`src/rtl/chip8_cpu_core_top_assert.svh`:
```
// assertion macros used by the core sequencer
`ifndef CHIP8_CPU_CORE_TOP_ASSERT_SVH
`define CHIP8_CPU_CORE_TOP_ASSERT_SVH

// condition implies consequence in the same cycle
`define C8_ASSERT_NOW(lbl, cond, cons, msg) \
    lbl: assert property (@(posedge i_clk) disable iff (!i_rst_n) (cond) |-> (cons)) \
        else $error(msg);

// condition implies consequence in the next cycle
`define C8_ASSERT_NXT(lbl, cond, cons, msg) \
    lbl: assert property (@(posedge i_clk) disable iff (!i_rst_n) (cond) |=> (cons)) \
        else $error(msg);

`endif

```
`src/rtl/c8cpu_pkg.sv`:
```
// shared types, constants and step codes of the chip8 core
package c8cpu_pkg;

    localparam int MEMORY_BYTES  = 4096;
    localparam int SCREEN_WIDTH  = 64;
    localparam int SCREEN_PIXELS = 2048;
    localparam int PROGRAM_START = 512;
    localparam int STACK_BASE    = 3744;
    localparam int FONT_BASE     = 0;

    localparam int ADDR_W = $clog2(MEMORY_BYTES);
    localparam int PIX_W  = $clog2(SCREEN_PIXELS);

    localparam logic [1:0] FN_WRITE = 2'd0;
    localparam logic [1:0] FN_READ  = 2'd1;
    localparam logic [1:0] FN_PIXEL = 2'd2;
    localparam logic [1:0] FN_EXEC  = 2'd3;

    localparam logic [3:0] OP_SYS  = 4'h0;
    localparam logic [3:0] OP_JP   = 4'h1;
    localparam logic [3:0] OP_CALL = 4'h2;
    localparam logic [3:0] OP_SEB  = 4'h3;
    localparam logic [3:0] OP_SNEB = 4'h4;
    localparam logic [3:0] OP_SER  = 4'h5;
    localparam logic [3:0] OP_LDB  = 4'h6;
    localparam logic [3:0] OP_ADDB = 4'h7;
    localparam logic [3:0] OP_ALU  = 4'h8;
    localparam logic [3:0] OP_SNER = 4'h9;
    localparam logic [3:0] OP_LDI  = 4'hA;
    localparam logic [3:0] OP_JPV0 = 4'hB;
    localparam logic [3:0] OP_RND  = 4'hC;
    localparam logic [3:0] OP_DRW  = 4'hD;
    localparam logic [3:0] OP_KEY  = 4'hE;
    localparam logic [3:0] OP_MISC = 4'hF;

    localparam logic [3:0] ALU_MOV = 4'h0;
    localparam logic [3:0] ALU_OR  = 4'h1;
    localparam logic [3:0] ALU_AND = 4'h2;
    localparam logic [3:0] ALU_XOR = 4'h3;
    localparam logic [3:0] ALU_ADD = 4'h4;
    localparam logic [3:0] ALU_SUB = 4'h5;
    localparam logic [3:0] ALU_SHR = 4'h6;
    localparam logic [3:0] ALU_SBN = 4'h7;
    localparam logic [3:0] ALU_SHL = 4'hE;

    localparam logic [7:0] LO_CLS  = 8'hE0;
    localparam logic [7:0] LO_RET  = 8'hEE;
    localparam logic [7:0] LO_SKP  = 8'h9E;
    localparam logic [7:0] LO_SKNP = 8'hA1;
    localparam logic [7:0] FX_GDT  = 8'h07;
    localparam logic [7:0] FX_WKEY = 8'h0A;
    localparam logic [7:0] FX_SDT  = 8'h15;
    localparam logic [7:0] FX_SST  = 8'h18;
    localparam logic [7:0] FX_ADDI = 8'h1E;
    localparam logic [7:0] FX_FONT = 8'h29;
    localparam logic [7:0] FX_BCD  = 8'h33;
    localparam logic [7:0] FX_STR  = 8'h55;
    localparam logic [7:0] FX_LDR  = 8'h65;

    localparam logic [4:0] ST_CLR  = 5'd0;
    localparam logic [4:0] ST_IDLE = 5'd1;
    localparam logic [4:0] ST_RDM  = 5'd2;
    localparam logic [4:0] ST_RDP  = 5'd3;
    localparam logic [4:0] ST_F1   = 5'd4;
    localparam logic [4:0] ST_F2   = 5'd5;
    localparam logic [4:0] ST_RX   = 5'd6;
    localparam logic [4:0] ST_RY   = 5'd7;
    localparam logic [4:0] ST_EX   = 5'd8;
    localparam logic [4:0] ST_RET1 = 5'd9;
    localparam logic [4:0] ST_RET2 = 5'd10;
    localparam logic [4:0] ST_CALL = 5'd11;
    localparam logic [4:0] ST_WX   = 5'd12;
    localparam logic [4:0] ST_WF   = 5'd13;
    localparam logic [4:0] ST_DR   = 5'd14;
    localparam logic [4:0] ST_DB   = 5'd15;
    localparam logic [4:0] ST_DP   = 5'd16;
    localparam logic [4:0] ST_DW   = 5'd17;
    localparam logic [4:0] ST_B1   = 5'd18;
    localparam logic [4:0] ST_B2   = 5'd19;
    localparam logic [4:0] ST_ST   = 5'd20;
    localparam logic [4:0] ST_LD   = 5'd21;
    localparam logic [4:0] ST_OUT  = 5'd22;

    typedef struct packed {
        logic [1:0]        func;
        logic [ADDR_W-1:0] address;
        logic [7:0]        data;
        logic [15:0]       keys;
        logic [7:0]        random_byte;
        logic [7:0]        delay_now;
    } t_in;

    typedef struct packed {
        logic [ADDR_W-1:0] pc;
        logic [7:0]        read_data;
        logic              draw_flag;
        logic              waiting_key;
        logic              delay_set_valid;
        logic [7:0]        delay_set_value;
        logic              sound_set_valid;
        logic [7:0]        sound_set_value;
    } t_out;

    typedef struct packed {
        logic [4:0] step;
        logic       accept;
    } t_cmd;

    typedef struct packed {
        logic [1:0] func;
        logic [3:0] op;
        logic [3:0] alu_n;
        logic [7:0] lo;
        logic       is_cls;
        logic       is_ret;
        logic       n_zero;
        logic       x_zero;
        logic       clr_last;
        logic       col_last;
        logic       row_last;
        logic       cnt_eq_x;
    } t_stat;

endpackage

```
`src/rtl/c8cpu_ctrl.sv`:
```
// sequencer of the chip8 core: one step per cycle over fetch, decode and execute
module c8cpu_ctrl (
    input  logic             i_clk,
    input  logic             i_rst_n,
    input  logic             start,
    input  logic [1:0]       i_func,
    input  c8cpu_pkg::t_stat i_stat,
    output c8cpu_pkg::t_cmd  o_cmd,
    output logic             busy,
    output logic             o_done
);
    import c8cpu_pkg::*;

    logic [4:0] r_state, n_state;
    logic       r_clr_ex, n_clr_ex;

    always_comb begin
        n_state  = r_state;
        n_clr_ex = r_clr_ex;
        case (r_state)
            ST_CLR: begin
                if (i_stat.clr_last) begin
                    n_state  = r_clr_ex ? ST_OUT : ST_IDLE;
                    n_clr_ex = 1'b0;
                end
            end
            ST_IDLE: begin
                if (start) begin
                    case (i_func)
                        FN_WRITE: n_state = ST_OUT;
                        FN_READ:  n_state = ST_RDM;
                        FN_PIXEL: n_state = ST_RDP;
                        default:  n_state = ST_F1;
                    endcase
                end
            end
            ST_RDM, ST_RDP, ST_CALL, ST_WF, ST_B2, ST_RET2: n_state = ST_OUT;
            ST_F1:   n_state = ST_F2;
            ST_F2:   n_state = ST_RX;
            ST_RX:   n_state = ST_RY;
            ST_RY:   n_state = ST_EX;
            ST_EX: begin
                n_state = ST_OUT;
                case (i_stat.op)
                    OP_SYS: begin
                        if (i_stat.is_cls) begin
                            n_state  = ST_CLR;
                            n_clr_ex = 1'b1;
                        end else if (i_stat.is_ret) begin
                            n_state = ST_RET1;
                        end
                    end
                    OP_CALL: n_state = ST_CALL;
                    OP_ALU: begin
                        if (i_stat.alu_n inside {ALU_ADD, ALU_SUB, ALU_SBN}) begin
                            n_state = ST_WF;
                        end else if (i_stat.alu_n inside {ALU_SHR, ALU_SHL}) begin
                            n_state = ST_WX;
                        end
                    end
                    OP_DRW:  n_state = i_stat.n_zero ? ST_WF : ST_DR;
                    OP_MISC: begin
                        case (i_stat.lo)
                            FX_BCD:  n_state = ST_B1;
                            FX_STR:  n_state = i_stat.x_zero ? ST_OUT : ST_ST;
                            FX_LDR:  n_state = ST_LD;
                            FX_ADDI: n_state = ST_WF;
                            default: n_state = ST_OUT;
                        endcase
                    end
                    default: n_state = ST_OUT;
                endcase
            end
            ST_RET1: n_state = ST_RET2;
            ST_WX:   n_state = ST_WF;
            ST_DR:   n_state = ST_DB;
            ST_DB:   n_state = ST_DP;
            ST_DP:   n_state = ST_DW;
            ST_DW: begin
                if (!i_stat.col_last) begin
                    n_state = ST_DP;
                end else begin
                    n_state = i_stat.row_last ? ST_WF : ST_DR;
                end
            end
            ST_B1:   n_state = ST_B2;
            ST_ST, ST_LD: begin
                if (i_stat.cnt_eq_x) begin
                    n_state = ST_OUT;
                end
            end
            ST_OUT:  n_state = ST_IDLE;
            default: n_state = ST_IDLE;
        endcase
    end

    always_ff @(posedge i_clk) begin
        if (!i_rst_n) begin
            r_state  <= ST_CLR;
            r_clr_ex <= 1'b0;
        end else begin
            r_state  <= n_state;
            r_clr_ex <= n_clr_ex;
        end
    end

    assign busy          = (r_state != ST_IDLE);
    assign o_done        = (r_state == ST_OUT);
    assign o_cmd.step    = r_state;
    assign o_cmd.accept  = start && (r_state == ST_IDLE);

    `include "chip8_cpu_core_top_assert.svh"

    `C8_ASSERT_NXT(a_accept_leaves_idle, start && r_state == ST_IDLE, r_state != ST_IDLE, "accepted transaction left the sequencer idle")
    `C8_ASSERT_NXT(a_out_one_cycle, r_state == ST_OUT, r_state == ST_IDLE, "result strobe longer than one cycle")
    `C8_ASSERT_NXT(a_boot_clear_ends_idle, r_state == ST_CLR && i_stat.clr_last && !r_clr_ex, r_state == ST_IDLE, "clearing pass after reset did not end idle")
    `C8_ASSERT_NOW(a_clr_ex_only_clearing, r_clr_ex, r_state == ST_CLR, "clear return flag set outside clearing pass")

endmodule

```
`config.mk`:
```
export PLATFORM = sky130hd
export DESIGN_NAME = c8cpu_ctrl
export DESIGN_NICKNAME = d
export VERILOG_FILES = /design/src/rtl/c8cpu_pkg.sv /design/src/rtl/c8cpu_ctrl.sv
export VERILOG_INCLUDE_DIRS = /design/src /design/src/rtl
export SDC_FILE = /design/constraint.sdc
export NUM_CORES = 1
export LEC_CHECK = 0
export ABC_AREA = 1
export BUFFER_PORTS_ARGS = -buffer_cell sky130_fd_sc_hd__buf_4
export CAP_MARGIN = 20
export CORE_ASPECT_RATIO = 0.75
export CORE_MARGIN = 4
export CORE_UTILIZATION = 36
export CTS_CLUSTER_DIAMETER = 120
export DETAILED_ROUTE_END_ITERATION = 16
export PLACE_DENSITY = 0.72
export RECOVER_POWER = 100
export REMOVE_ABC_BUFFERS = 1
export SLEW_MARGIN = 30
export SYNTH_ARGS = -nofsm -noshare
export SYNTH_HDL_FRONTEND = slang
export SYNTH_SLANG_ARGS = --single-unit
```
`constraint.sdc`:
```
create_clock -name i_clk -period 3.9 [get_ports i_clk]
set_clock_uncertainty 0.1 [all_clocks]
set_input_delay 0.195 -clock i_clk [delete_from_list [all_inputs] [get_ports i_clk]]
set_output_delay 0.195 -clock i_clk [all_outputs]
set_load 0.02 [all_outputs]
```
After elaboration in Yosys (flattened, before gate mapping)
Index checks and enable logic that the tools add are counted.
Widths: inputs -> output; s select.
Word-level totals
  output and inout port bits: 8
  input bits: 31
  logic and storage cells: 76
  bits in registers: 6
Operators by class
  eq/ne operators: 43
  muxes and demuxes: 20
  reductions and logical operators: 11
Operator list (count)
  $pmux 5 s16: 1
  $mux 5: 9
  $eq 5x4->1 const B: 8
  $eq 5x5->1 const B: 7
  $pmux 5 s5: 1
  $eq 5x3->1 const B: 4
  $pmux 5 s4: 1
  $eq 4x3->1 const B: 4
  $eq 4x4->1 const B: 4
  $eq 8x7->1 const B: 2
  $pmux 5 s3: 1
  $eq 5x2->1 const B: 2
  $eq 8x5->1 const B: 1
  $eq 8x6->1 const B: 1
  $ne 2x2->1 const B: 4
  $mux 2: 3
  $reduce_or 6->1: 1
  $eq 5x1->1 const B: 1
  $logic_not 5->1: 1
  $ne 5x1->1 const B: 1
  $eq 4x2->1 const B: 1
  $logic_not 4->1: 1
  $reduce_and 4->1: 1
  $reduce_bool 2->1: 2
  other kinds (10): 12

Logic depth before layout (Yosys ltp)
Gate-level depths: netlist of run 1.
  depth in word-level cells: 6
  depth in mapped cells: 13
  mapped depth without buffers: 13

Least setup slack after synthesis of run 1
OpenSTA, ideal clock, no wires.
  path type: reg2reg
  start point: register r_state[4]
  end point: register r_state[0]
  data arrival time: 1.507 ns
  cell stages (with the launch flop): 9
  path slack: 2.176 ns
  required time: 3.683 ns
  library setup time: 0.117 ns
  clock period less this slack: 1.724 ns
  buffers on the path: 1
  cell sequence: dfxtp_1 -> inv_1 -> buf_2 -> nand3_1 -> inv_1 -> a21oi_2 -> nand2_1 -> nor2_1 -> nor2_1
On the way
  longest elaborated chain between the ends: 4
  elaborated cells on any way between the ends: 29
  those cells by class: 24 x eq/ne; 1 x mux; 4 x reduce/logical
RTL lines
  from (decl): line c8cpu_ctrl.sv:14  | logic [4:0] r_state, n_state;
  from (signal assigned): line c8cpu_ctrl.sv:102  | r_state <= n_state;
  parallel branches: the longest is 4 deep, another holds $pmux 5 s16
Several ways; the timed one is not identified.
A chain may end at the register's enable or synchronous reset.

==> results.md, run 1 <==
Status:
- The run finished with clean final reports.

Clock tree:
- The CTS tree is yes.
- Clock tree synthesis found a total of 6 sinks.
- Clock tree synthesis inserted a total of 3 buffers.
- The number of hold buffers added after CTS is 0.
- The cell at the root of the clock tree is sky130_fd_sc_hd__clkbuf_8.
- No sink is reached through more buffers than the 2 on the longest clock path.
- The insertion delay to the later sink of the worst-skew pair is 230 ps.
- Clock-pin slew was measured on the worst setup and hold paths at 40 ps.
- The post-cts sizing count is 0.
- In this run the number of H-tree levels came out at 1.
- The number of setup buffers added after CTS is 0.

GRT:
- In the global route stage, overall resource usage came out at 0.156.
- Entering global routing, the biggest net connects 12 pins.
- The met1 routing resource usage after global routing is 0.244.
- The routing usage on met2 is 0.212.
- The via count of the first global-routing pass came to 1,097.
- The global-route wire length before repair is 4820 um.
- Summed over all layers, the global routing overflow is 0.
- In this run the most used layer during global routing was met1.
- The met3 track demand over resource in global routing is 0.0422.
- The number of antenna violations at the first check in global routing is 0.

Logic synthesis:
- For this run, the register share of the synthesized area comes to 0.116.
- In the synthesized netlist, the number of instances is 214.
- The Yosys step of the flow raised 0 warnings.
- The cell area that synthesis handed to floorplanning was 0.00103 mm^2.
- In this run the mean area of a mapped cell was 4.82 um^2.
- The post-synthesis sequential element count is 6.
- In this run, distinct cell masters in the synthesized netlist total 20.

Setup path:
- The cell that appears most often on the critical path is sky130_fd_sc_hd__nor2_1.
- The category of cells accounting for the largest share of critical-path delay is simple AND/OR/NAND/NOR gates.
- The worst setup path is launched from a flop.
- The worst setup path is captured at a primary output.
- The master of the slowest instance on the critical path is sky130_fd_sc_hd__dfxtp_1.
- The beginning of the critical path is r_state[0].
- In this run the critical register-to-register path is launched from r_state[3].
- Traced cell by cell, the critical path runs through inv_1 -> nor2_1 -> nand3_1 -> nor2_1 -> clkbuf_1.
- Together, buffers and inverters on the worst path number 2.
- The start-to-end type of the worst setup path is flop to primary output.
- For this run, the slowest stage of the critical path takes 440 ps.
- Data on the critical path arrives at its endpoint at 1640 ps.
- In this run the worst path has a maximum fanout of 7.
- At the worst endpoint, the required time is 3610 ps.

Detailed routing:
- In this run, the number of DRC markers left after iteration 0 of detailed routing was 107.
- The detail-routed net length per standard cell is 9.81 um.
- The DRC violation count after routing is 0.
- The count of TritonRoute iterations in the first routing pass is 4.
- Detailed routing inserted a total of 1,336 vias.
- The total length of routed wires is 2830 um.
- The number of nets with antenna violations after routing is 0.
- In the routed layout, each cell is associated on average with a via count of 4.64.

Layout:
- At the end of the flow, the number of nets in the layout was 288.
- In the final layout, the share of cells above drive strength 1 is 0.135.
- From synthesis to final layout, the design area changed by 30.1%.
- The antenna diode count is 0.

Power:
- The internal portion of the total power is 0.320 mW.
- Across the VDD grid, the largest voltage drop is 0.000297 V.
- Of the total power, the share spent switching nets is 0.555.
- The combinational share of power is 0.700.
- Summed over all nets, the switching power comes to 0.400 mW.
- The power share of the clock group is 0.130.
- The design draws 0.719 mW.
- The power density over the cells is 536 mW/mm^2.
- For this design the static power due to leakage is 0.759 nW.
- Of the total power, registers draw 0.170.

STA:
- The final hold violation count is 0.
- Setup total negative slack on the finished layout was measured at 0 ps.
- The count of pins over their slew limit is 0.
- The minimum clock period after layout is 1940 ps.
- Derived from the worst setup path, the maximum achievable clock frequency is 516 MHz.
- The final worst-path setup slack is 1960 ps.
- Setup repair after global routing left no endpoint under its margin.
- At the pin with the least slew margin, the transition time is 385 ps.
- Setup violations remaining at the end of the flow were counted as 0.
- The post-route clock period utilization is 0.497.
- The tightest slew margin relative to the limit is 0.744.

Job:
- The number of violations of the max-capacitance limit is 0.

Die:
- The die extent in y is 54.4 um.
- The effective utilization at floorplan is 0.385.
- The standard-cell row count is 16.
- The area enclosed by the die boundary is 0.00380 mm^2.
- Pin placement for this block handled 39 I/O pins.
- From left edge to right edge, the die measures 69.8 um.
- The placeable core area is 0.00268 mm^2.

Placed design:
- Routability-driven placement finished with a final weighted congestion of 0.946.
- Buffers placed on the I/O ports in this run total 36.
- Prior to clock tree synthesis, the placed netlist has a worst setup slack of 2200 ps.
- After legalization and detailed placement, the total HPWL measured 2420 um.

Min path:
- The startpoint of the lowest-slack hold path is i_rst_n.
- The path class of the tightest hold or removal check is input pin to flop.
## cells in the final DEF (no fill, tap or decap), drive strengths merged, types with 5 or more instances in the layout
master | synthesis | layout
nand4 | 5 | 5
o21ai | 11 | 11
dfxtp | 6 | 6
nand2 | 70 | 70
nand3 | 22 | 22
buf | 1 | 28
clkbuf | 0 | 11
a21oi | 7 | 7
inv | 42 | 42
nor2 | 39 | 39
## cell families after synthesis
kind of cell,count (synthesis),share of synthesized area
compound gates,20,0.105
fa+ha+maj,3,0.0364
buf+inv,43,0.158
flops,6,0.116
simple gates,142,0.584
## flip-flops by register name (all words and copies together), names as in the netlist
| register | cells |
|---|---|
| r_clr_ex | 1 |
| r_state | 5 |
## worst register-to-register path, stage by stage, from the launching register on
cell	delay (ps)
sky130_fd_sc_hd__dfxtp_1	510
sky130_fd_sc_hd__inv_2	70
sky130_fd_sc_hd__nand2_1	120
sky130_fd_sc_hd__inv_1	50
sky130_fd_sc_hd__nand3_1	80
sky130_fd_sc_hd__nor2_1	50
sky130_fd_sc_hd__inv_1	100
sky130_fd_sc_hd__o21ai_0	100
sky130_fd_sc_hd__a21oi_1	330
sky130_fd_sc_hd__nand2_1	90
sky130_fd_sc_hd__nor2_1	110
sky130_fd_sc_hd__nor2_1	40
## power groups by stage
stage,Clock (mW),Sequential [mW],Combinational (mW)
2_1_floorplan,0,0.142,0.353
3_3_place_gp,0,0.126,0.535
3_5_place_dp,0,0.126,0.531
4_1_cts,0.0945,0.125,0.533
5_1_grt,0.101,0.129,0.582
6_report,0.0939,0.122,0.503
## per-stage QoR
stage	hold WS [ps]	instance area, um^2	utilization	instances
final	151	1340	0.500	288
after floorplan	233	1030	-	213
after detailed placement	370	1340	0.500	285
after global routing	171	1340	0.500	288
after CTS	147	1380	0.516	288
after global placement	371	1340	0.500	285
## worst paths after layout
kind              cells after the start  slack [ps]    endpoint
setup / recovery                      5        1960    o_cmd[0]
hold / removal                        3         150  r_state[0]
setup reg to reg                     11        2050  r_state[0]
hold reg to reg                       2         380    r_clr_ex
## per-layer routing
metal | share of wire | routed length (um)
met5 | 0 | 0
met4 | 0.0018 | 5
met3 | 0.098 | 276
met2 | 0.36 | 1010
met1 | 0.54 | 1530
## cell type report
class	instances	area, um^2
flip-flops and latches	6	120
fillers	319	1340
clock buffers	3	41.3
inverters	42	158
multi-input cells	165	738
repair buffers	36	240
well taps	36	45.0
## synthesized netlist by cell type
cell type / instances / area, um^2
sky130_fd_sc_hd__a21oi_1: 6 / 30.0
sky130_fd_sc_hd__inv_2: 1 / 3.75
sky130_fd_sc_hd__nand4_1: 5 / 31.3
sky130_fd_sc_hd__ha_1: 3 / 37.5
sky130_fd_sc_hd__nand3b_1: 1 / 7.51
sky130_fd_sc_hd__and2_1: 2 / 12.5
sky130_fd_sc_hd__nor3_1: 3 / 15.0
sky130_fd_sc_hd__o211ai_1: 1 / 7.51
sky130_fd_sc_hd__nor2_1: 36 / 135
sky130_fd_sc_hd__dfxtp_1: 6 / 120
sky130_fd_sc_hd__o21a_1: 1 / 7.51
sky130_fd_sc_hd__o21ai_0: 10 / 50.1
sky130_fd_sc_hd__o21ai_1: 1 / 5.00
sky130_fd_sc_hd__buf_2: 1 / 5.00
sky130_fd_sc_hd__a21oi_2: 1 / 8.76
sky130_fd_sc_hd__nand3_1: 22 / 110
sky130_fd_sc_hd__nand2_1: 70 / 263
sky130_fd_sc_hd__nor2_2: 1 / 6.26
sky130_fd_sc_hd__nor2_4: 2 / 22.5
sky130_fd_sc_hd__inv_1: 41 / 154
Note: power is estimated with default switching activity, not from simulation.
==> inputs of run 2 (changes only) <==
--- a/config.mk
+++ b/config.mk
@@ -6,7 +6,7 @@
 export SDC_FILE = /design/constraint.sdc
 export NUM_CORES = 1
 export LEC_CHECK = 0
-export ABC_AREA = 1
+export ABC_AREA = 0
 export BUFFER_PORTS_ARGS = -buffer_cell sky130_fd_sc_hd__buf_4
 export CAP_MARGIN = 20
 export CORE_ASPECT_RATIO = 0.75
@@ -14,7 +14,7 @@
 export CORE_UTILIZATION = 36
 export CTS_CLUSTER_DIAMETER = 120
 export DETAILED_ROUTE_END_ITERATION = 16
-export PLACE_DENSITY = 0.72
+export PLACE_DENSITY = 0.74
 export RECOVER_POWER = 100
 export REMOVE_ABC_BUFFERS = 1
 export SLEW_MARGIN = 30
==> constraint.sdc (replaced) <==
create_clock -name i_clk -period 1.67 [get_ports i_clk]
set_clock_uncertainty 0.1 [all_clocks]
set_input_delay 0.0835 -clock i_clk [delete_from_list [all_inputs] [get_ports i_clk]]
set_output_delay 0.0835 -clock i_clk [all_outputs]
set_load 0.02 [all_outputs]
==> results.md, run 2 <==
GRT:
- In the global route stage, met3 resource usage came out at 0.0379.
- The via count of the first global-routing pass is 1,170.
- The total grt overflow is 0.
- For met2 alone, demand over resource in global routing was 0.292.
- The largest net degree at the start of global routing is 12.
- The met1 routing resource usage after global routing is 0.228.
- For this run, the total global-route usage over all layers was measured as 0.169.
- The first global-routing pass estimated 5380 um of wire.
- The layer flagged by global routing as most heavily used is met2.
- The number of antenna violations at the first check in global routing is 0.

Clock tree:
- The number of sinks on the clock net is 6.
- The number of buffers on the longest clock path is 2.
- The CTS tree is yes.
- The clock transition at the registers of the reported paths is 30 ps.
- CTS placed an instance of sky130_fd_sc_hd__clkbuf_8 at the clock tree root.
- The number of hold buffers added after CTS is 0.
- Counting the buffers created by CTS gives 3.
- The count of H-tree levels built during CTS is 1.
- The insertion delay to the later sink of the worst-skew pair is 210 ps.

Logic synthesis:
- The count of flip-flops with a built-in enable after synthesis is 0.
- Sorting the synthesized cells by how often they occur yields 12 x sky130_fd_sc_hd__nand2_1, 12 x sky130_fd_sc_hd__nor2_1, 10 x sky130_fd_sc_hd__a21oi_1, 10 x sky130_fd_sc_hd__inv_1, 10 x sky130_fd_sc_hd__o21ai_0.
- The biggest area consumer among synthesized cells is sky130_fd_sc_hd__dfxtp_1.
- For this run, the leading register cell type out of synthesis is sky130_fd_sc_hd__dfxtp_1.
- The share of Yosys cell area claimed by the top area cell type is 0.113.
- In the synthesized netlist the async set-or-reset flop fraction comes to 0.
- Summing every instance area after synthesis gives 0.00106 mm^2.
- The average cell area after synthesis is 7.42 um^2.
- The count of warnings emitted by yosys is 0.
- The count of different cell masters after synthesis is 53.
- Yosys attributes the largest share of cell area to sky130_fd_sc_hd__dfxtp_1 11%, sky130_fd_sc_hd__a21oi_1 4.7%, sky130_fd_sc_hd__o21ai_0 4.7%.
- The post-synthesis sequential element count is 6.
- The sequential-to-total area share from yosys stat is 0.113.
- Synthesis produced 143 cells.

Setup path:
- Measured in cells, the most critical reg-to-reg path has a length of 6.
- STA classifies the critical path startpoint as a flop.
- At the worst endpoint, the required time is 1490 ps.
- The capture instance of the worst register-to-register path is r_state[0].
- The data arrival at the endpoint of the critical path is 1390 ps.
- In this run the critical register-to-register path is launched from r_state[3].
- The critical path capture point type is a primary output.
- Of all nets on the critical path, the largest fanout is 8.
- By startpoint and endpoint, the worst setup path is classified as flop to primary output.
- The flop-to-flop setup slack is 120 ps.

Die:
- The floorplan has 16 rows.
- The area enclosed by the die boundary is 0.00389 mm^2.
- The die is 70.7 um wide.
- For this configuration, the core starts out at a cell density of 0.393.
- After floorplanning, the core was sized to cover 0.00270 mm^2.
- 39 I/O pins were placed.
- The die is 55.0 um tall.

Detailed routing:
- For this run, design rule violations remaining after detail routing come to 0.
- The count of nets left with antenna violations once routing finished came out at 0.
- In the final routed layout, each cell accounts on average for 13.9 um.
- The count of vias placed by the detailed router is 1,281.
- The first TritonRoute pass finished after 4 iterations.
- The first routing iteration left 79 violations.
- Wires add up to 3170 um.
- In the routed layout, each cell is associated on average with a via count of 5.62.

STA:
- The final count of negative-setup-slack endpoints is 0.
- At the pin with the least slew margin, the transition time is 368 ps.
- Dividing the final minimum period by the clock period gives 0.944.
- Setup repair after global routing left no endpoint under its margin.
- After layout, the worst setup slack is 93.4 ps.
- The minimum clock period after layout is 1580 ps.
- In the final timing run, aggregate negative setup slack is 0 ps.
- For this run, the top clock speed supported by timing is 634 MHz.
- The count of pins over their slew limit is 0.
- Headroom to the max-slew limit came out at 0.751.
- The final hold violation count was 0.

Layout:
- From synthesis to final layout, the design area changed by 41.7%.
- The register with the most flip-flops in the final layout is r_state.
- The register area is 131 um^2.
- Of the cells placed in the final design, the portion with a size suffix greater than 1 is 0.401.
- The flip-flop count of the largest register after layout is 5.
- Leaving out fill and tap cells, the most frequent cells in the layout are 54 x sky130_fd_sc_hd__buf_4, 12 x sky130_fd_sc_hd__nand2_1, 12 x sky130_fd_sc_hd__nor2_1.
- In the final layout, the registers with the most flip-flops are r_state x5, r_clr_ex x1.
- The most frequent standard cell in the layout excluding fill and tap cells is sky130_fd_sc_hd__buf_4.
- For this run, the share of the core covered by cells in the final layout is 0.556.
- The antenna diode count is 0.
- The number of nets at the end of the flow is 228.
- The multi-input combinational cells in the finished layout cover a total of 835 um^2.
- The number of inserted filler cells in the final layout is 267.

Min path:
- The cell depth of the worst hold path is 2.
- The path type of the worst min-delay path is input pin to flop.
- For hold timing, the worst endpoint is r_state[3].
- The startpoint of the lowest-slack hold path is i_rst_n.

Power:
- Total power for the finished layout comes to 1.78 mW.
- The static power due to leakage is 0.628 nW.
- Power spread over the standard cell area amounts to 1180 mW/mm^2.
- Across the VDD grid, the largest voltage drop is 0.000485 V.

Placed design:
- The number of I/O port buffers is 36.
- Routability-driven placement finished with a final weighted congestion of 0.884.
- The HPWL after detailed placement is 2610 um.
- Timing analysis after detailed placement gives a worst setup slack of -16.6 ps.

Status:
- The flow ran to the end, and the final reports show no timing, DRC or antenna violations.

Job:
- The tool flagged a number of max-cap violations equal to 0.
## run 2: repair_timing
action / in CTS / in global routing
setup buffers: 0 / 4
pin swaps: 0 / 2
setup endpoints to repair: 2 / 7
resized for setup: 4 / 8
## run 2: through the flow
step | instance area (um^2) | hold WS (ps) | cells
after global routing | 1500 | 47.9 | 228
after detailed placement | 1410 | 285 | 221
after global placement | 1410 | 277 | 221
after CTS | 1460 | 51.7 | 224
final | 1500 | 48.6 | 228
after floorplan | 970 | 122 | 133
## run 2: critical path, cell delays in order (launching register included)
cell and delay (ps):
sky130_fd_sc_hd__dfxtp_4 380, sky130_fd_sc_hd__nor4_4 320, sky130_fd_sc_hd__buf_4 180, sky130_fd_sc_hd__and3_1 160, sky130_fd_sc_hd__buf_4 140
## run 2: how the worst max path moves through the flow
stage / startpoint / to / cells after the start
6_report: r_state[2] / o_cmd[0] / 4
5_1_grt: r_state[3] / r_state[0] / 6
4_1_cts: r_state[1] / o_done / 4
3_5_place_dp: r_state[3] / r_state[0] / 6
3_3_place_gp: r_state[0] / r_state[1] / 5
2_1_floorplan: r_state[0] / r_state[1] / 5
## run 2: layout make-up
class                   count  share of cell area
flip-flops and latches      6              0.0874
inverters                  10              0.0250
well taps                  36              0.0300
repair buffers             56               0.275
multi-input cells         117               0.555
clock buffers               3              0.0275
## run 2: where the power goes
part	internal [mW]	leakage, nW	switching (mW)
Clock	0.154	0.0216	0.0521
Combinational	0.643	0.555	0.603
Sequential	0.198	0.0516	0.132
## run 2: kinds of logic after synthesis
family | Yosys count | share of synthesized area
simple gates | 61 | 0.362
fa+ha+maj | 3 | 0.0354
xor+xnor | 1 | 0.00826
compound gates | 51 | 0.350
flops | 6 | 0.113
buf+inv | 20 | 0.121
mux | 1 | 0.00943
## run 2: layer usage
layer	wire length, um	share of wire
met5	0	0
met4	0	0
met3	277	0.088
met2	1440	0.46
met1	1450	0.46
==> inputs of run 3 (changes only) <==
==> constraint.sdc (replaced) <==
create_clock -name i_clk -period 1.67 [get_ports i_clk]
set_clock_uncertainty 0.1 [all_clocks]
set_input_delay 0.0835 -clock i_clk [delete_from_list [all_inputs] [get_ports i_clk]]
set_output_delay 0.0835 -clock i_clk [all_outputs]
set_load 0.01 [all_outputs]
==> results.md, run 3 (synthesis results as in run 2) <==
Status:
- The flow ran to the end, and the final reports show no timing, DRC or antenna violations.

GRT:
- The via count of the first global-routing pass is 1,170.
- The number of antenna violations at the first check in global routing was 0.
- The total track usage is 0.169.
- The largest net degree at the start of global routing is 12.
- The global-route wire length before repair is 5380 um.
- The total grt overflow is 0.

Detailed routing:
- The routed design uses 1410 um of met2 wire.
- For this block, the initial DRC count from the detailed router was 80.
- The count of nets left with antenna violations once routing finished came out at 0.
- The DRC violation count after routing is 0.
- The detail-routed net length per standard cell is 14.0 um.
- The final layout contains routed wiring with a total length of 3140 um.
- In this run the top signal layer used is met3.
- Dividing the detail-routed via count by the number of cells gives 5.58.
- Summed over all nets, wire length on met3 after detailed routing comes to 283 um.
- Before antenna repair, the detailed router went through 4 iterations.
- For this block, the via count after detailed routing is 1,249.
- The routed metal-1 wire length is 1450 um.

Setup path:
- Counting stages on the worst path, the most repeated cell is sky130_fd_sc_hd__buf_4.
- The start-to-end type of the worst setup path is flop to primary output.
- Along the worst path, the maximum fanout reaches 10.
- STA classifies the critical path startpoint as a flop.
- At the worst endpoint, the required time is 1490 ps.
- The signal on the critical path passes through nor4_4 -> buf_4 -> and3_1 -> buf_4.
- The worst setup path is captured at a primary output.
- The master of the slowest instance on the critical path is sky130_fd_sc_hd__dfxtp_2.
- The largest single stage delay on the critical path is 370 ps.
- Data arrives at the worst endpoint at 1390 ps.

Clock tree:
- The clock passes through at most 2 buffers.
- Counting the buffers created by CTS gives 3.
- The cell at the root of the clock tree is sky130_fd_sc_hd__clkbuf_8.
- The count of H-tree levels built during CTS is 1.
- Buffers added to address setup during post-CTS repair amount to 0.
- The insertion delay to the later sink of the worst-skew pair is 220 ps.
- The number of sinks on the clock net is 6.
- The number of hold buffers added after CTS is 0.
- The clock transition at the registers of the reported paths is 40 ps.
- TritonCTS built the clock tree.

Layout:
- The register with the most flip-flops in the final layout is r_state.
- The number of inserted filler cells in the final layout is 267.
- The largest registers in the layout are r_state x5, r_clr_ex x1.
- The growth of design area from synthesis to finish is 38.7%.
- The number of nets at the end of the flow is 224.
- For this run, the share of the core covered by cells in the final layout is 0.544.
- The most frequent standard cell in the layout excluding fill and tap cells is sky130_fd_sc_hd__buf_4.
- 0 antenna diodes ended up in the layout.
- The register with the most flip-flops in the layout has 5 of them.
- The final non-filler cell total is 224.
- The finished cells cover 0.00147 mm^2.
- The proportion of layout cells with a drive suffix above 1 is 0.388.
- Leaving out fill and tap cells, the most frequent cells in the layout are 49 x sky130_fd_sc_hd__buf_4, 12 x sky130_fd_sc_hd__nand2_1, 12 x sky130_fd_sc_hd__nor2_1.

Power:
- The analysis attributes to net switching a power of 0.712 mW.
- Across the VDD grid, the largest voltage drop is 0.000465 V.
- The share of total power dissipated in combinational logic is 0.660.
- The internal power contribution is 0.882 mW.
- The power share of the clock group is 0.129.
- Of the total power, the share spent switching nets is 0.447.
- Summed over all cells, the static leakage comes to 0.608 nW.
- Power spread over the standard cell area amounts to 1080 mW/mm^2.
- The portion of total power attributed to sequential cells is 0.210.

STA:
- Setup violations remaining at the end of the flow were counted as 0.
- The fmax is 637 MHz.
- The setup TNS is 0 ps.
- Measured against its own limit, the worst slew margin works out to 0.752.
- Setup repair after global routing left no endpoint under its margin.
- Of the available clock period, the critical path in the final layout requires 0.940.
- The minimum clock period after layout is 1570 ps.
- The final hold violation count came to 0.
- Across all setup checks in the final design, the least slack found is 101 ps.
- The count of pins over their slew limit is 0.
- For the pin with the worst max-slew slack, the measured transition is 367 ps.

Die:
- The core region is 0.00270 mm^2.
- The horizontal extent of the die is 70.7 um.
- Pin placement for this block handled 39 I/O pins.
- The standard-cell row count is 16.
- The initial utilization of the core area, before any placement, comes to 0.393.
- The area enclosed by the die boundary is 0.00389 mm^2.
- In this run the vertical extent of the chip is 55.0 um.

Placed design:
- The HPWL after detailed placement is 2610 um.
- Routability-driven placement finished with a final weighted congestion of 0.884.
- The cell total after placement is 221.
- The post-place instance area is 0.00141 mm^2.
- The post-placement setup slack is -16.6 ps.
- Input and output buffers added on the ports amount to 36.

Job:
- The number of violations of the max-capacitance limit is 0.

Min path:
- The path class of the tightest hold or removal check is input pin to flop.
==> run 3: metrics by stage <==
stage / power, mW / hold WS [ps]
2_1_floorplan: 0.820 / 122
3_3_place_gp: 1.29 / 277
3_5_place_dp: 1.33 / 285
4_1_cts: 1.59 / 59.1
5_1_grt: 1.73 / 47.9
6_report: 1.59 / 47.2
==> run 3: final timing paths <==
check / slack (ps) / start / end / cells after the start
hold reg to reg: 410 / r_clr_ex / r_clr_ex / 2
hold / removal: 50 / i_rst_n / r_state[3] / 2
setup reg to reg: 120 / r_state[3] / r_state[0] / 6
setup / recovery: 100 / r_state[4] / o_cmd[0] / 4
==> run 3: timing repair <==
item,4_1_cts,5_1_grt
pin swaps,0,1
endpoints found under the setup margin,1,8
cloned,0,0
endpoints found under the hold margin,0,0
gates resized for setup,2,9
==> run 3: power by group through the flow <==
stage                     sequential (mW)  clock (mW)  combinational, mW
after CTS                           0.318       0.212               1.05
final                               0.335       0.206               1.05
after floorplan                     0.355           0              0.465
after global routing                0.346       0.229               1.16
after detailed placement            0.311           0               1.02
after global placement              0.303           0              0.987
==> run 3: layer usage <==
| layer | up-vias | GRT usage |
|---|---|---|
| met1 | 565 | 0.228 |
| met2 | 60 | 0.292 |
| met3 | 0 | 0.0379 |
| met5 | - | 0 |
| met4 | 0 | 0.0125 |
| li1 | 624 | - |
==> run 3: layout make-up <==
| type | count | area, um^2 | share of cell area |
|---|---|---|---|
| repair buffers | 52 | 384 | 0.261 |
| inverters | 10 | 37.5 | 0.0255 |
| flip-flops and latches | 6 | 129 | 0.0876 |
| multi-input cells | 117 | 835 | 0.567 |
| clock buffers | 3 | 41.3 | 0.0281 |
| well taps | 36 | 45.0 | 0.0306 |
==> run 3: critical path, delay by kind of cell (launching register included) <==
kind                   cells  cell delay [ps]
flip-flops                 1              370
buffers and inverters      2              310
AND/OR/NAND/NOR            2              480
